===== config.mk =====
export PLATFORM = sky130hd
export DESIGN_NAME = multi_channel_tachometer
export DESIGN_NICKNAME = d
export VERILOG_FILES = /design/src/hdl/mct_pkg.sv /design/src/hdl/mct_hist.sv /design/src/hdl/mct_rpm.sv /design/src/hdl/multi_channel_tachometer.sv
export SDC_FILE = /design/constraint.sdc
export NUM_CORES = 2
export LEC_CHECK = 0
export BUFFER_PORTS_ARGS = -buffer_cell sky130_fd_sc_hd__buf_2
export CORE_MARGIN = 4
export CORE_UTILIZATION = 60
export CTS_CLUSTER_DIAMETER = 40
export CTS_CLUSTER_SIZE = 14
export DETAILED_ROUTE_END_ITERATION = 8
export PLACE_DENSITY = 0.88
export SYNTH_ARGS = -nofsm -noshare
export SYNTH_HDL_FRONTEND = slang
export SYNTH_SLANG_ARGS = --single-unit

===== constraint.sdc =====
create_clock -name clk_i -period 12.42 [get_ports clk_i]
set_input_delay 1.863 -clock clk_i [delete_from_list [all_inputs] [get_ports clk_i]]
set_output_delay 1.863 -clock clk_i [all_outputs]
set_load 0.02 [all_outputs]

===== src/hdl/mct_pkg.sv =====
// Shared constants, codes and types of the multi-channel tachometer.
package mct_pkg;

  localparam int CHANNELS = 4;
  localparam int HISTORY  = 5;

  localparam int CH_W    = 2;
  localparam int TIME_W  = 32;
  localparam int PPR_W   = 8;
  localparam int CNT_W   = $clog2(HISTORY + 1);
  localparam int PTR_W   = $clog2(HISTORY);
  localparam int ADDR_W  = $clog2(CHANNELS * HISTORY);
  localparam int RPM_W   = 20;
  localparam int FLAG_W  = 2;

  // Microseconds per minute and the width it needs.
  localparam int USEC_PER_MIN = 60000000;
  localparam int UPM_W        = 26;

  // Divisor is pulses per revolution times the interval; dividend is
  // microseconds per minute times the edge count.
  localparam int DEN_W  = PPR_W + TIME_W;
  localparam int NUM_W  = UPM_W + CNT_W;
  localparam int STEP_W = $clog2(NUM_W);

  localparam logic [PPR_W-1:0] PPR_RESET = PPR_W'(5);

  localparam logic [FLAG_W-1:0] FLAG_OK      = 2'd0;
  localparam logic [FLAG_W-1:0] FLAG_NO_EDGE = 2'd1;
  localparam logic [FLAG_W-1:0] FLAG_SAT     = 2'd2;

  // Result of a history lookup for one channel.
  typedef struct packed {
    logic [CNT_W-1:0]  count;
    logic [TIME_W-1:0] last_time;
    logic [TIME_W-1:0] old_time;
  } hist_rd_t;

endpackage


===== src/hdl/mct_hist.sv =====
// Per-channel edge history: timestamp memory, write positions and full flags.
module mct_hist (
  input  logic                          clk_i,
  input  logic                          rst_ni,
  input  logic [mct_pkg::CH_W-1:0]      ch_i,
  input  logic                          rd_en_i,
  input  logic                          wr_en_i,
  input  logic [mct_pkg::TIME_W-1:0]    time_i,
  output mct_pkg::hist_rd_t             rd_o
);

  logic [mct_pkg::TIME_W-1:0] mem_q [mct_pkg::CHANNELS*mct_pkg::HISTORY];
  logic [mct_pkg::PTR_W-1:0]  wp_q  [mct_pkg::CHANNELS];
  logic [mct_pkg::CHANNELS-1:0] full_q;

  logic [mct_pkg::TIME_W-1:0] prev_q, old_q;
  logic [mct_pkg::PTR_W-1:0]  wp, last_idx, old_idx, wp_next;
  logic [mct_pkg::ADDR_W-1:0] base, prev_addr, old_addr, wr_addr;
  logic                       full;

  always_comb begin
    wp       = wp_q[ch_i];
    full     = full_q[ch_i];
    last_idx = (wp == '0) ? mct_pkg::PTR_W'(mct_pkg::HISTORY - 1) : wp - 1'b1;
    old_idx  = full ? wp : '0;
    wp_next  = (wp == mct_pkg::PTR_W'(mct_pkg::HISTORY - 1)) ? '0 : wp + 1'b1;
    base      = mct_pkg::ADDR_W'(ch_i) * mct_pkg::ADDR_W'(mct_pkg::HISTORY);
    prev_addr = base + mct_pkg::ADDR_W'(last_idx);
    old_addr  = base + mct_pkg::ADDR_W'(old_idx);
    wr_addr   = base + mct_pkg::ADDR_W'(wp);
  end

  always_ff @(posedge clk_i) begin
    if (wr_en_i) begin
      mem_q[wr_addr] <= time_i;
    end
    if (rd_en_i) begin
      prev_q <= mem_q[prev_addr];
      old_q  <= mem_q[old_addr];
    end
  end

  always_ff @(posedge clk_i or negedge rst_ni) begin
    if (!rst_ni) begin
      for (int i = 0; i < mct_pkg::CHANNELS; i++) begin
        wp_q[i] <= '0;
      end
      full_q <= '0;
    end else if (wr_en_i) begin
      wp_q[ch_i] <= wp_next;
      if (wp_next == '0) begin
        full_q[ch_i] <= 1'b1;
      end
    end
  end

  assign rd_o.count     = full ? mct_pkg::CNT_W'(mct_pkg::HISTORY) : mct_pkg::CNT_W'(wp);
  assign rd_o.last_time = prev_q;
  assign rd_o.old_time  = old_q;

endmodule


===== src/hdl/mct_rpm.sv =====
// Bit-serial speed unit: shift-add multiply for the divisor, then restoring division.
module mct_rpm (
  input  logic                        clk_i,
  input  logic                        rst_ni,
  input  logic                        start_i,
  input  logic [mct_pkg::CNT_W-1:0]   count_i,
  input  logic [mct_pkg::TIME_W-1:0]  interval_i,
  input  logic [mct_pkg::PPR_W-1:0]   ppr_i,
  output logic                        done_o,
  output logic [mct_pkg::RPM_W-1:0]   rpm_o,
  output logic                        sat_o
);

  typedef enum logic [3:0] {
    R_IDLE = 4'b0001,
    R_MUL  = 4'b0010,
    R_DIV  = 4'b0100,
    R_FIN  = 4'b1000
  } rpm_state_e;

  rpm_state_e state_q, state_d;
  logic [mct_pkg::STEP_W-1:0] step_q, step_d;

  logic [mct_pkg::DEN_W-1:0] mcand_q, acc_q, rem_q;
  logic [mct_pkg::PPR_W-1:0] mplier_q;
  logic [mct_pkg::NUM_W-1:0] num_q, quo_q;

  logic [mct_pkg::DEN_W:0]   trial, diff;
  logic                      fits;

  always_comb begin
    trial = {rem_q, num_q[mct_pkg::NUM_W-1]};
    diff  = trial - {1'b0, acc_q};
    fits  = trial >= {1'b0, acc_q};
  end

  always_comb begin
    state_d = state_q;
    step_d  = step_q;
    case (state_q)
      R_IDLE: begin
        if (start_i) begin
          state_d = R_MUL;
          step_d  = '0;
        end
      end
      R_MUL: begin
        step_d = step_q + 1'b1;
        if (step_q == mct_pkg::STEP_W'(mct_pkg::PPR_W - 1)) begin
          state_d = R_DIV;
          step_d  = '0;
        end
      end
      R_DIV: begin
        step_d = step_q + 1'b1;
        if (step_q == mct_pkg::STEP_W'(mct_pkg::NUM_W - 1)) begin
          state_d = R_FIN;
          step_d  = '0;
        end
      end
      R_FIN: begin
        state_d = R_IDLE;
      end
      default: begin
        state_d = R_IDLE;
        step_d  = '0;
      end
    endcase
  end

  always_ff @(posedge clk_i or negedge rst_ni) begin
    if (!rst_ni) begin
      state_q <= R_IDLE;
      step_q  <= '0;
    end else begin
      state_q <= state_d;
      step_q  <= step_d;
    end
  end

  // Datapath needs no reset: start loads all but quo_q, which division fills.
  always_ff @(posedge clk_i) begin
    case (state_q)
      R_IDLE: begin
        if (start_i) begin
          mcand_q  <= mct_pkg::DEN_W'(interval_i);
          mplier_q <= ppr_i;
          acc_q    <= '0;
          rem_q    <= '0;
          num_q    <= mct_pkg::NUM_W'(mct_pkg::USEC_PER_MIN)
                      * mct_pkg::NUM_W'(count_i);
        end
      end
      R_MUL: begin
        if (mplier_q[0]) begin
          acc_q <= acc_q + mcand_q;
        end
        mcand_q  <= {mcand_q[mct_pkg::DEN_W-2:0], 1'b0};
        mplier_q <= {1'b0, mplier_q[mct_pkg::PPR_W-1:1]};
      end
      R_DIV: begin
        rem_q <= fits ? diff[mct_pkg::DEN_W-1:0] : trial[mct_pkg::DEN_W-1:0];
        quo_q <= {quo_q[mct_pkg::NUM_W-2:0], fits};
        num_q <= {num_q[mct_pkg::NUM_W-2:0], 1'b0};
      end
      default: begin
      end
    endcase
  end

  // A zero divisor makes every quotient bit one, which lands in saturation.
  assign sat_o  = |quo_q[mct_pkg::NUM_W-1:mct_pkg::RPM_W];
  assign rpm_o  = sat_o ? '1 : quo_q[mct_pkg::RPM_W-1:0];
  assign done_o = (state_q == R_FIN);

endmodule


===== src/hdl/multi_channel_tachometer.sv =====
// An edge goes through the read, start and calculate states, then holds until the output
// register is free. Only one edge is in flight; the calculate state lasts until the bit-serial
// speed units finish (8 multiply steps and 29 division steps, the two speeds side by side).
// A new edge is taken while the previous result still waits in the output register.
// Reset is asynchronous, active low: all channels empty, pulses per revolution 5;
// the timestamp memory is not cleared; only an empty channel reads unwritten entries.
module multi_channel_tachometer (
  input  logic        clk_i,
  input  logic        rst_ni,
  input  logic        cfg_valid_i,
  output logic        cfg_ready_o,
  input  logic [7:0]  cfg_data_i,    // pulses_per_rev
  input  logic        s_axis_tvalid,
  output logic        s_axis_tready,
  input  logic [31:0] s_axis_tdata,  // [31:0] event_time
  input  logic [1:0]  s_axis_tuser,  // [1:0] channel
  output logic        m_axis_tvalid,
  input  logic        m_axis_tready,
  output logic [79:0] m_axis_tdata,  // [2:0] samples_used, [34:3] out_time,
                                     // [54:35] instant_rpm, [74:55] average_rpm, zeros
  output logic [3:0]  m_axis_tuser   // [1:0] out_channel, [3:2] speed_flag
);

  typedef enum logic [4:0] {
    S_IDLE  = 5'b00001,
    S_READ  = 5'b00010,
    S_START = 5'b00100,
    S_CALC  = 5'b01000,
    S_HOLD  = 5'b10000
  } top_state_e;

  top_state_e state_q, state_d;

  logic [mct_pkg::PPR_W-1:0]  ppr_q;
  logic [mct_pkg::CH_W-1:0]   ch_q;
  logic [mct_pkg::TIME_W-1:0] time_q;
  logic [mct_pkg::CNT_W-1:0]  count_q;

  mct_pkg::hist_rd_t hist_rd;

  logic                       start;
  logic [mct_pkg::TIME_W-1:0] single_iv, average_iv;
  logic                       single_done, average_done;
  logic [mct_pkg::RPM_W-1:0]  instant_rpm, average_rpm;
  logic                       single_sat, average_sat;

  logic                       slot_free, load;
  logic [mct_pkg::FLAG_W-1:0] flag;

  logic                       out_valid_q;
  logic [mct_pkg::CH_W-1:0]   out_ch_q;
  logic [mct_pkg::CNT_W-1:0]  out_cnt_q;
  logic [mct_pkg::TIME_W-1:0] out_time_q;
  logic [mct_pkg::RPM_W-1:0]  out_single_q, out_average_q;
  logic [mct_pkg::FLAG_W-1:0] out_flag_q;

  assign cfg_ready_o = 1'b1;

  always_ff @(posedge clk_i or negedge rst_ni) begin
    if (!rst_ni) begin
      ppr_q <= mct_pkg::PPR_RESET;
    end else if (cfg_valid_i) begin
      ppr_q <= cfg_data_i;
    end
  end

  assign s_axis_tready = (state_q == S_IDLE);
  assign start         = (state_q == S_START);
  assign slot_free     = !out_valid_q || m_axis_tready;
  assign load          = (state_q == S_HOLD) && slot_free;

  always_comb begin
    state_d = state_q;
    case (state_q)
      S_IDLE: begin
        if (s_axis_tvalid) begin
          state_d = S_READ;
        end
      end
      S_READ:  state_d = S_START;
      S_START: state_d = S_CALC;
      S_CALC: begin
        if (single_done && average_done) begin
          state_d = S_HOLD;
        end
      end
      S_HOLD: begin
        if (slot_free) begin
          state_d = S_IDLE;
        end
      end
      default: state_d = S_IDLE;
    endcase
  end

  always_ff @(posedge clk_i or negedge rst_ni) begin
    if (!rst_ni) begin
      state_q <= S_IDLE;
    end else begin
      state_q <= state_d;
    end
  end

  always_ff @(posedge clk_i) begin
    if (s_axis_tvalid && s_axis_tready) begin
      ch_q   <= s_axis_tuser;
      time_q <= s_axis_tdata;
    end
    if (start) begin
      count_q <= hist_rd.count;
    end
  end

  // Read in the read state, the ring is written at start once both old entries are out.
  mct_hist u_hist (
    .clk_i   (clk_i),
    .rst_ni  (rst_ni),
    .ch_i    (ch_q),
    .rd_en_i (state_q == S_READ),
    .wr_en_i (start),
    .time_i  (time_q),
    .rd_o    (hist_rd)
  );

  assign single_iv  = time_q - hist_rd.last_time;
  assign average_iv = time_q - hist_rd.old_time;

  mct_rpm u_single (
    .clk_i      (clk_i),
    .rst_ni     (rst_ni),
    .start_i    (start),
    .count_i    (mct_pkg::CNT_W'(1)),
    .interval_i (single_iv),
    .ppr_i      (ppr_q),
    .done_o     (single_done),
    .rpm_o      (instant_rpm),
    .sat_o      (single_sat)
  );

  mct_rpm u_average (
    .clk_i      (clk_i),
    .rst_ni     (rst_ni),
    .start_i    (start),
    .count_i    (hist_rd.count),
    .interval_i (average_iv),
    .ppr_i      (ppr_q),
    .done_o     (average_done),
    .rpm_o      (average_rpm),
    .sat_o      (average_sat)
  );

  always_comb begin
    if (count_q == '0) begin
      flag = mct_pkg::FLAG_NO_EDGE;
    end else if (single_sat || average_sat) begin
      flag = mct_pkg::FLAG_SAT;
    end else begin
      flag = mct_pkg::FLAG_OK;
    end
  end

  always_ff @(posedge clk_i or negedge rst_ni) begin
    if (!rst_ni) begin
      out_valid_q <= 1'b0;
    end else if (load) begin
      out_valid_q <= 1'b1;
    end else if (m_axis_tready) begin
      out_valid_q <= 1'b0;
    end
  end

  always_ff @(posedge clk_i) begin
    if (load) begin
      out_ch_q   <= ch_q;
      out_cnt_q  <= count_q;
      out_time_q <= time_q;
      out_flag_q <= flag;
      if (count_q == '0) begin
        out_single_q  <= '0;
        out_average_q <= '0;
      end else begin
        out_single_q  <= instant_rpm;
        out_average_q <= average_rpm;
      end
    end
  end

  assign m_axis_tvalid = out_valid_q;
  assign m_axis_tdata  = {5'b0, out_average_q, out_single_q, out_time_q, out_cnt_q};
  assign m_axis_tuser  = {out_flag_q, out_ch_q};

  // Only one edge is in flight: after a transfer the input stays closed.
  assert property (@(posedge clk_i) disable iff (!rst_ni)
    s_axis_tvalid && s_axis_tready |=> !s_axis_tready)
    else $error("input accepted while an edge is still in flight");

  // Both speed units are started together and must finish together.
  assert property (@(posedge clk_i) disable iff (!rst_ni)
    single_done == average_done)
    else $error("speed units out of step");

  // A first edge reports no samples and zero speeds.
  assert property (@(posedge clk_i) disable iff (!rst_ni)
    m_axis_tvalid && (m_axis_tuser[3:2] == mct_pkg::FLAG_NO_EDGE)
      |-> (m_axis_tdata[2:0] == '0) && (m_axis_tdata[74:35] == '0))
    else $error("no-edge result carries a speed");

  // The window never holds more edges than the ring.
  assert property (@(posedge clk_i) disable iff (!rst_ni)
    m_axis_tvalid |-> m_axis_tdata[2:0] <= mct_pkg::CNT_W'(mct_pkg::HISTORY))
    else $error("sample count beyond history depth");

endmodule


# Word level (Yosys, flattened, before mapping)
# Memories as Yosys holds them, arrays and structs flattened. A register that Yosys moved wholly into a read port is not among the register bits.
# Index checks and enable logic that the tools add are counted.
# totals
memories	1
ramBits	640
reg_bits	536
# mem_list
memory	depth	width	rd	rd_clocked_by_memory_dff	write_ports	line	rtl
u_hist.mem_q	20	32	2	2	1	mct_hist.sv:12	logic [mct_pkg::TIME_W-1:0] mem_q [mct_pkg::CHANNELS*mct_pkg::HISTORY];
# classes
bitwise	4
n_addsub	13
mux	59
eq_ne	29
reduce_logical	30
n_mul	2
magnitude_cmp	6
# ops
op	count
$pmux 40 s2	6
$mux 40	7
$pmux 29 s2	2
$ge 41x40->1	2
$add 40x40->40	2
$sub 40x40->40	2
$sub 32x32->32	2
$mux 29	2
$mux 20	2
$mux 5	8
$pmux 5 s4	2
$pmux 8 s2	2
$pmux 5 s5	1
$pmux 4 s3	2
$mul 18x3->21 const A	1
$mux 3	7
$mux 4	5
$reduce_or 9->1	2
$add 5x3->5	3
$eq 5x3->1 const B	3
$eq 5x5->1 const B	3
$reduce_and 3->1	5
$reduce_and 2->1	7
$bwmux 12	1
33 further kinds	64

# Depth between registers and ports, before layout
# logic_depth
ltp_word	8
ltp_mapped	17
ltp_nobuf	13

# Hierarchy
# A second synthesis with hierarchy kept.
# unflattened
cells_unflattened	4890
area_unflattened_um2	65520.3
# by_module_without_submodules
mod	area_per_inst_um2	n_inst	cells_each
mct_hist	32723.9	1	1535
mct_rpm (u_single)	12589.6	1	1348
mct_rpm (u_average)	12221.7	1	1255
multi_channel_tachometer	7985.2	1	752

# Least setup slack after synthesis
# No wires, ideal clock.
# synth_path
path_type	register to register
startpoint	register state_q[4]
endpoint	register u_single.num_q[10] (netlist name) (enable)
period_less_slack_ns	6.241
stages_incl_launch_ff	9
slack_ns	6.179
arrival_time_ns	5.686
setup_ns	0.555
t_required_ns	11.865
path_buffers	2
cell_sequence	dfrtp_1 -> clkbuf_1 -> nor4_1 -> nand2_1 -> clkbuf_1 -> inv_1 -> nand2_1 -> o21a_1 -> nor3_1
# synth_between
elab_chain_len	3
# synth_lines
item	line	rtl
start, declared	multi_channel_tachometer.sv:32	top_state_e state_q, state_d;
start signal, assigned	multi_channel_tachometer.sv:100	state_q <= state_d;
$eq 5x3->1	multi_channel_tachometer.sv:68	assign start = (state_q == S_START);
$ne 2x2->1 (no line)	--	
$reduce_and 2->1 (no line)	--	
end signal, assigned	mct_rpm.sv:90	num_q <= mct_pkg::NUM_W'(mct_pkg::USEC_PER_MIN)
end signal, assigned	mct_rpm.sv:104	num_q <= {num_q[mct_pkg::NUM_W-2:0], 1'b0};
end, declared	mct_rpm.sv:26	logic [mct_pkg::NUM_W-1:0] num_q, quo_q;
# Every way passes these cells.
# A chain may end at the register's enable or synchronous reset.

# Worst setup path in the final report
# layout_path
startpoint	register ch_q[0] (netlist name)
endpoint	register u_hist.prev_q[19] (netlist name) (read register of u_hist.mem_q), data pin
# layout_between
elab_chain_len	7
elab_cells_between_ends	9
classes_between	add/sub (2); mul (1); mux (4); bitwise (1); reduce/logical (1)
# layout_lines
item	line	rtl
start, declared	multi_channel_tachometer.sv:35	logic [mct_pkg::CH_W-1:0] ch_q;
start signal, assigned	multi_channel_tachometer.sv:106	ch_q <= s_axis_tuser;
$not 2->3 (not written as such)	mct_hist.sv:22	wp = wp_q[ch_i];
$bmux 3 s2	mct_hist.sv:22	
$mux 3 (not written as such) (2 in series)	mct_hist.sv:22	
$sub 3x1->3 / $logic_not 3->1 (equally long branches)	mct_hist.sv:24	last_idx = (wp == '0) ? mct_pkg::PTR_W'(mct_pkg::HISTORY - 1) : wp - 1'b1;
$mux 3	mct_hist.sv:24	
$add 5x3->5 (*)	mct_hist.sv:28	prev_addr = base + mct_pkg::ADDR_W'(last_idx);
end, declared	mct_hist.sv:16	logic [mct_pkg::TIME_W-1:0] prev_q, old_q;
# Every way passes the cells marked *; elsewhere a longest branch is shown, timed or not. The select of a mux whose other input is x is not followed.

==> run_results.csv <==
group,metric,value,unit
place,hpwl,102000,µm
critical_path,crit_top_cell,"mux4_2",
cts,cts.sinks,1224,
yosys,yosys_warnings,0,
critical_path,slowest_stage,"buf_4",
floorplan,ios,134,
critical_path,worstReg2RegEnd,"u_hist.prev_q[19]$_DFFE_PP_",
yosys,synth_area_leader_cell,"edfxtp_1",
power,p_per_area,217,nW/µm²
yosys,netlist_instances,4498,
routing,finalWirelength,173000,µm
cts,cts_resized,0,
cts,cts_root_buf,"clkbuf_16",
timing,slew-limit-headroom,0.162,
routing,wl_met1,59400,µm
cts,clkLatencyLatePin,780,ps
place,gp_congestion,0.922,
grt,grt_overflow_total,0,
critical_path,endpoint_kind,"flop",
cts,path_clk_slew,60,ps
timing,max_freq,154,MHz
critical_path,critical_path_buf_inv_count,3,
yosys,synthesis.area,63200,µm²
place,io_buffers,127,
cells_and_area,final_area,70900,µm²
routing,ant_nets,0,
yosys,synth_edf_count,1176,
yosys,synth_top_family_by_area,"multiplexers",
grt,grt_pass1_wl,260000,µm
critical_path,startpoint_type,"flop",
critical_path,cp-endpoint,"u_hist.prev_q[19]$_DFFE_PP_",
routing,wl_met3,21000,µm
timing,hold_viol,0,
timing,period_needed,6510,ps
critical_path,critPathTopFamily,"multiplexers",
grt,grt_max_degree,87,
yosys,synth_xor_area_frac,0.0270,
routing,post_drt_wl_per_cell,28.0,µm
power,p_switching,5040,µW
timing,report.final.slew_viol_count,0,
yosys,synth_top_area_frac,0.559,
cells_and_area,fillers,6687,
cells_and_area,syn2layout_area_growth,12.2,%
yosys,yosys.area_share.simple,0.0806,
cts,numCtsBuffers,156,
routing,wl_met2,81200,µm
routing,drtIter0Drc,6361,
job,maxCapViolations,0,
floorplan,rows,118,
critical_path,path_cells,"mux4_2 -> inv_1 -> ha_1 -> a21oi_1 -> ha_4 -> buf_4 -> buf_4 -> mux4_2 -> mux4_2 -> mux2_2",
critical_path,r2r_slack,5910,ps
yosys,synthMuxAreaShare,0.153,
power,total_leakage_power,0.0257,µW
floorplan,dieArea,111000,µm²
yosys,yosys-top-cells-area,"edfxtp_1, mux4_2, ha_1",
power,power_frac_comb,0.358,
cells_and_area,drive_above_1_share,0.214,
grt,grt_usage,0.310,
power,seq_power_share,0.343,
power,p_clk_frac,0.299,
yosys,synthTopCellsByCount,"edfxtp_1, mux4_2, nor2_1",
yosys,synthArstFlopShare,0.0392,
floorplan,core_area,104000,µm²
grt,first_global_vias,42971,
yosys,synth_cell_types,98,
cts,postCtsSetupBuffers,0,
status,status,"finished, final reports clean",
critical_path,crit_required,12950,ps
critical_path,slowest_delay,930,ps
critical_path,cp.depth,10,
cts,cts-hold-fix-buffers,0,
yosys,synthFlopType,"edfxtp_1",
routing,drtPass1Iterations,6,
critical_path,cp.arrival,7040,ps
critical_path,critical_path_class,"flop to flop",
yosys,synth-adder-area-share,0.0517,
cts,clockBufferDepth,3,
timing,tns,0,ps
routing,top_layer,"met5",
yosys,synth_compound_area_frac,0.0830,
yosys,ys_ff_latch,1224,
yosys,synth_seq_area_share,0.578,
timing,fin_crit_sh,0.524,
yosys,syn_area_per_cell,14.0,µm²
cells_and_area,nets,4959,
power,ir_worst_vdd,0.242,mV
timing,rsz0062_at_grt,"false",
floorplan,initial_core_util,0.607,
critical_path,r2r_cells,10,
hold_path,holdCritPathClass,"flop to flop",
place,place_area,65600,µm²
timing,setup_viol,0,
cts,cts_tree,"yes",
routing,drc,0,
power,p_int,10300,µW
routing,vias,42610,
power,sw_frac_of_total,0.328,
timing,worst_slew_pin_slew,1250,ps
floorplan,dieWidth,332,µm
critical_path,reg2reg_from,"ch_q[0]$_DFFE_PP_",
critical_path,cp_max_fo,51,
timing,fin_skew,35.9,ps
cts,htreeDepth,4,
routing,viasPerCell,6.91,
critical_path,startpoint,"ch_q[0]$_DFFE_PP_",
floorplan,die_h,332,µm
yosys,yosysMostFrequentCell,"edfxtp_1",
grt,grt_antenna_before_repair,6,
[cells in the final DEF, fill, tap and decap left out, types with 14 or more instances in the layout]
master        n
ha_1        240
nor2_1      332
xnor2_1     120
clkinv_2     17
or3_1        21
a21oi_1     292
o21ai_0     150
buf_4        74
nand2_1     350
clkbuf_16   158
o21a_1       27
inv_1       216
xor2_1       71
and3_1       36
mux2_2       75
and2_1       37
o21bai_1     23
o31ai_1      23
a31oi_1      25
inv_6        29
a21o_1      118
bufinv_16    15
a211oi_1     32
nand2b_1     51
mux4_2      388
nand4_1      26
buf_2       127
dfrtp_1      43
nor3_1       47
edfxtp_1   1176
nor2_4       23
clkinv_1     14
nor2b_1      38
nand3_1      76
[how the worst min path moves through the flow]
| stage | startpoint | to | slack [ps] | cells after the start |
|---|---|---|---|---|
| finish | u_average.quo_q[6]$_DFFE_PP_ | u_average.quo_q[7]$_DFFE_PP_ | 450 | 0 |
| global route | u_average.quo_q[16]$_DFFE_PP_ | u_average.quo_q[17]$_DFFE_PP_ | 450 | 0 |
| floorplan | u_hist.full_q[2]$_DFFE_PN0P_ | u_hist.full_q[2]$_DFFE_PN0P_ | 420 | 1 |
| detailed placement | u_average.quo_q[12]$_DFFE_PP_ | u_average.quo_q[13]$_DFFE_PP_ | 430 | 0 |
| global placement | u_single.quo_q[25]$_DFFE_PP_ | u_single.quo_q[26]$_DFFE_PP_ | 430 | 0 |
| CTS | u_average.quo_q[2]$_DFFE_PP_ | u_average.quo_q[3]$_DFFE_PP_ | 450 | 0 |
[sequential cells by signal (all words and copies together) (netlist names), 32 cells and up]
register and cells:
out_time_q 32, u_average.acc_q 40, u_hist.prev_q 32, u_single.rem_q 40
time_q 32, u_hist.old_q 32, u_average.mcand_q 40, u_single.mcand_q 40
u_single.acc_q 40, u_hist.mem_q 640, u_average.rem_q 40
[power groups by stage]
stage / Sequential (µW) / Clock, µW / Combinational [µW]
3_3_place_gp: 5320 / 0 / 5030
5_1_grt: 5290 / 4830 / 5810
4_1_cts: 5260 / 4630 / 5400
2_1_floorplan: 5270 / 0 / 3980
6_report: 5270 / 4600 / 5500
3_5_place_dp: 5340 / 0 / 5280
[stage by stage]
step | instances | setup WS (ps) | utilization | hold slack, ps | power [µW]
2_1_floorplan | 4502 | 6180 | - | 423 | 9250
3_3_place_gp | 5880 | 6150 | 0.630 | 431 | 10400
5_1_grt | 6165 | 5450 | 0.681 | 448 | 15900
3_5_place_dp | 5880 | 5950 | 0.630 | 433 | 10600
6_report | 6167 | 5910 | 0.681 | 447 | 15400
4_1_cts | 6165 | 5870 | 0.681 | 446 | 15300
[logic make-up after synthesis]
group	Yosys count
flip-flops	1224
XOR/XNOR	195
AND/OR/NAND/NOR	1108
multiplexers	471
other	2
AO/OA/AOI/OAI	822
adder cells (fa/ha/maj)	254
buffers and inverters	422
[per-layer routing]
metal | track usage | vias up
met5 | 0 | -
met4 | 0.169 | 4
met3 | 0.0879 | 824
met2 | 0.491 | 3277
met1 | 0.389 | 20785
li1 | - | 17720
[layout make-up]
cell class / instances / area, µm² / area share
Antenna cell: 2 / 5.00 / 0.0000706
Clock buffer: 172 / 4020 / 0.0567
Clock inverter: 113 / 1270 / 0.0179
Inverter: 219 / 822 / 0.0116
Multi-Input combinational cell: 2856 / 25300 / 0.357
Sequential cell: 1224 / 36500 / 0.515
Tap cell: 1380 / 1730 / 0.0244
Timing Repair Buffer: 201 / 1190 / 0.0168
Note: power is estimated with default switching activity, not from simulation.
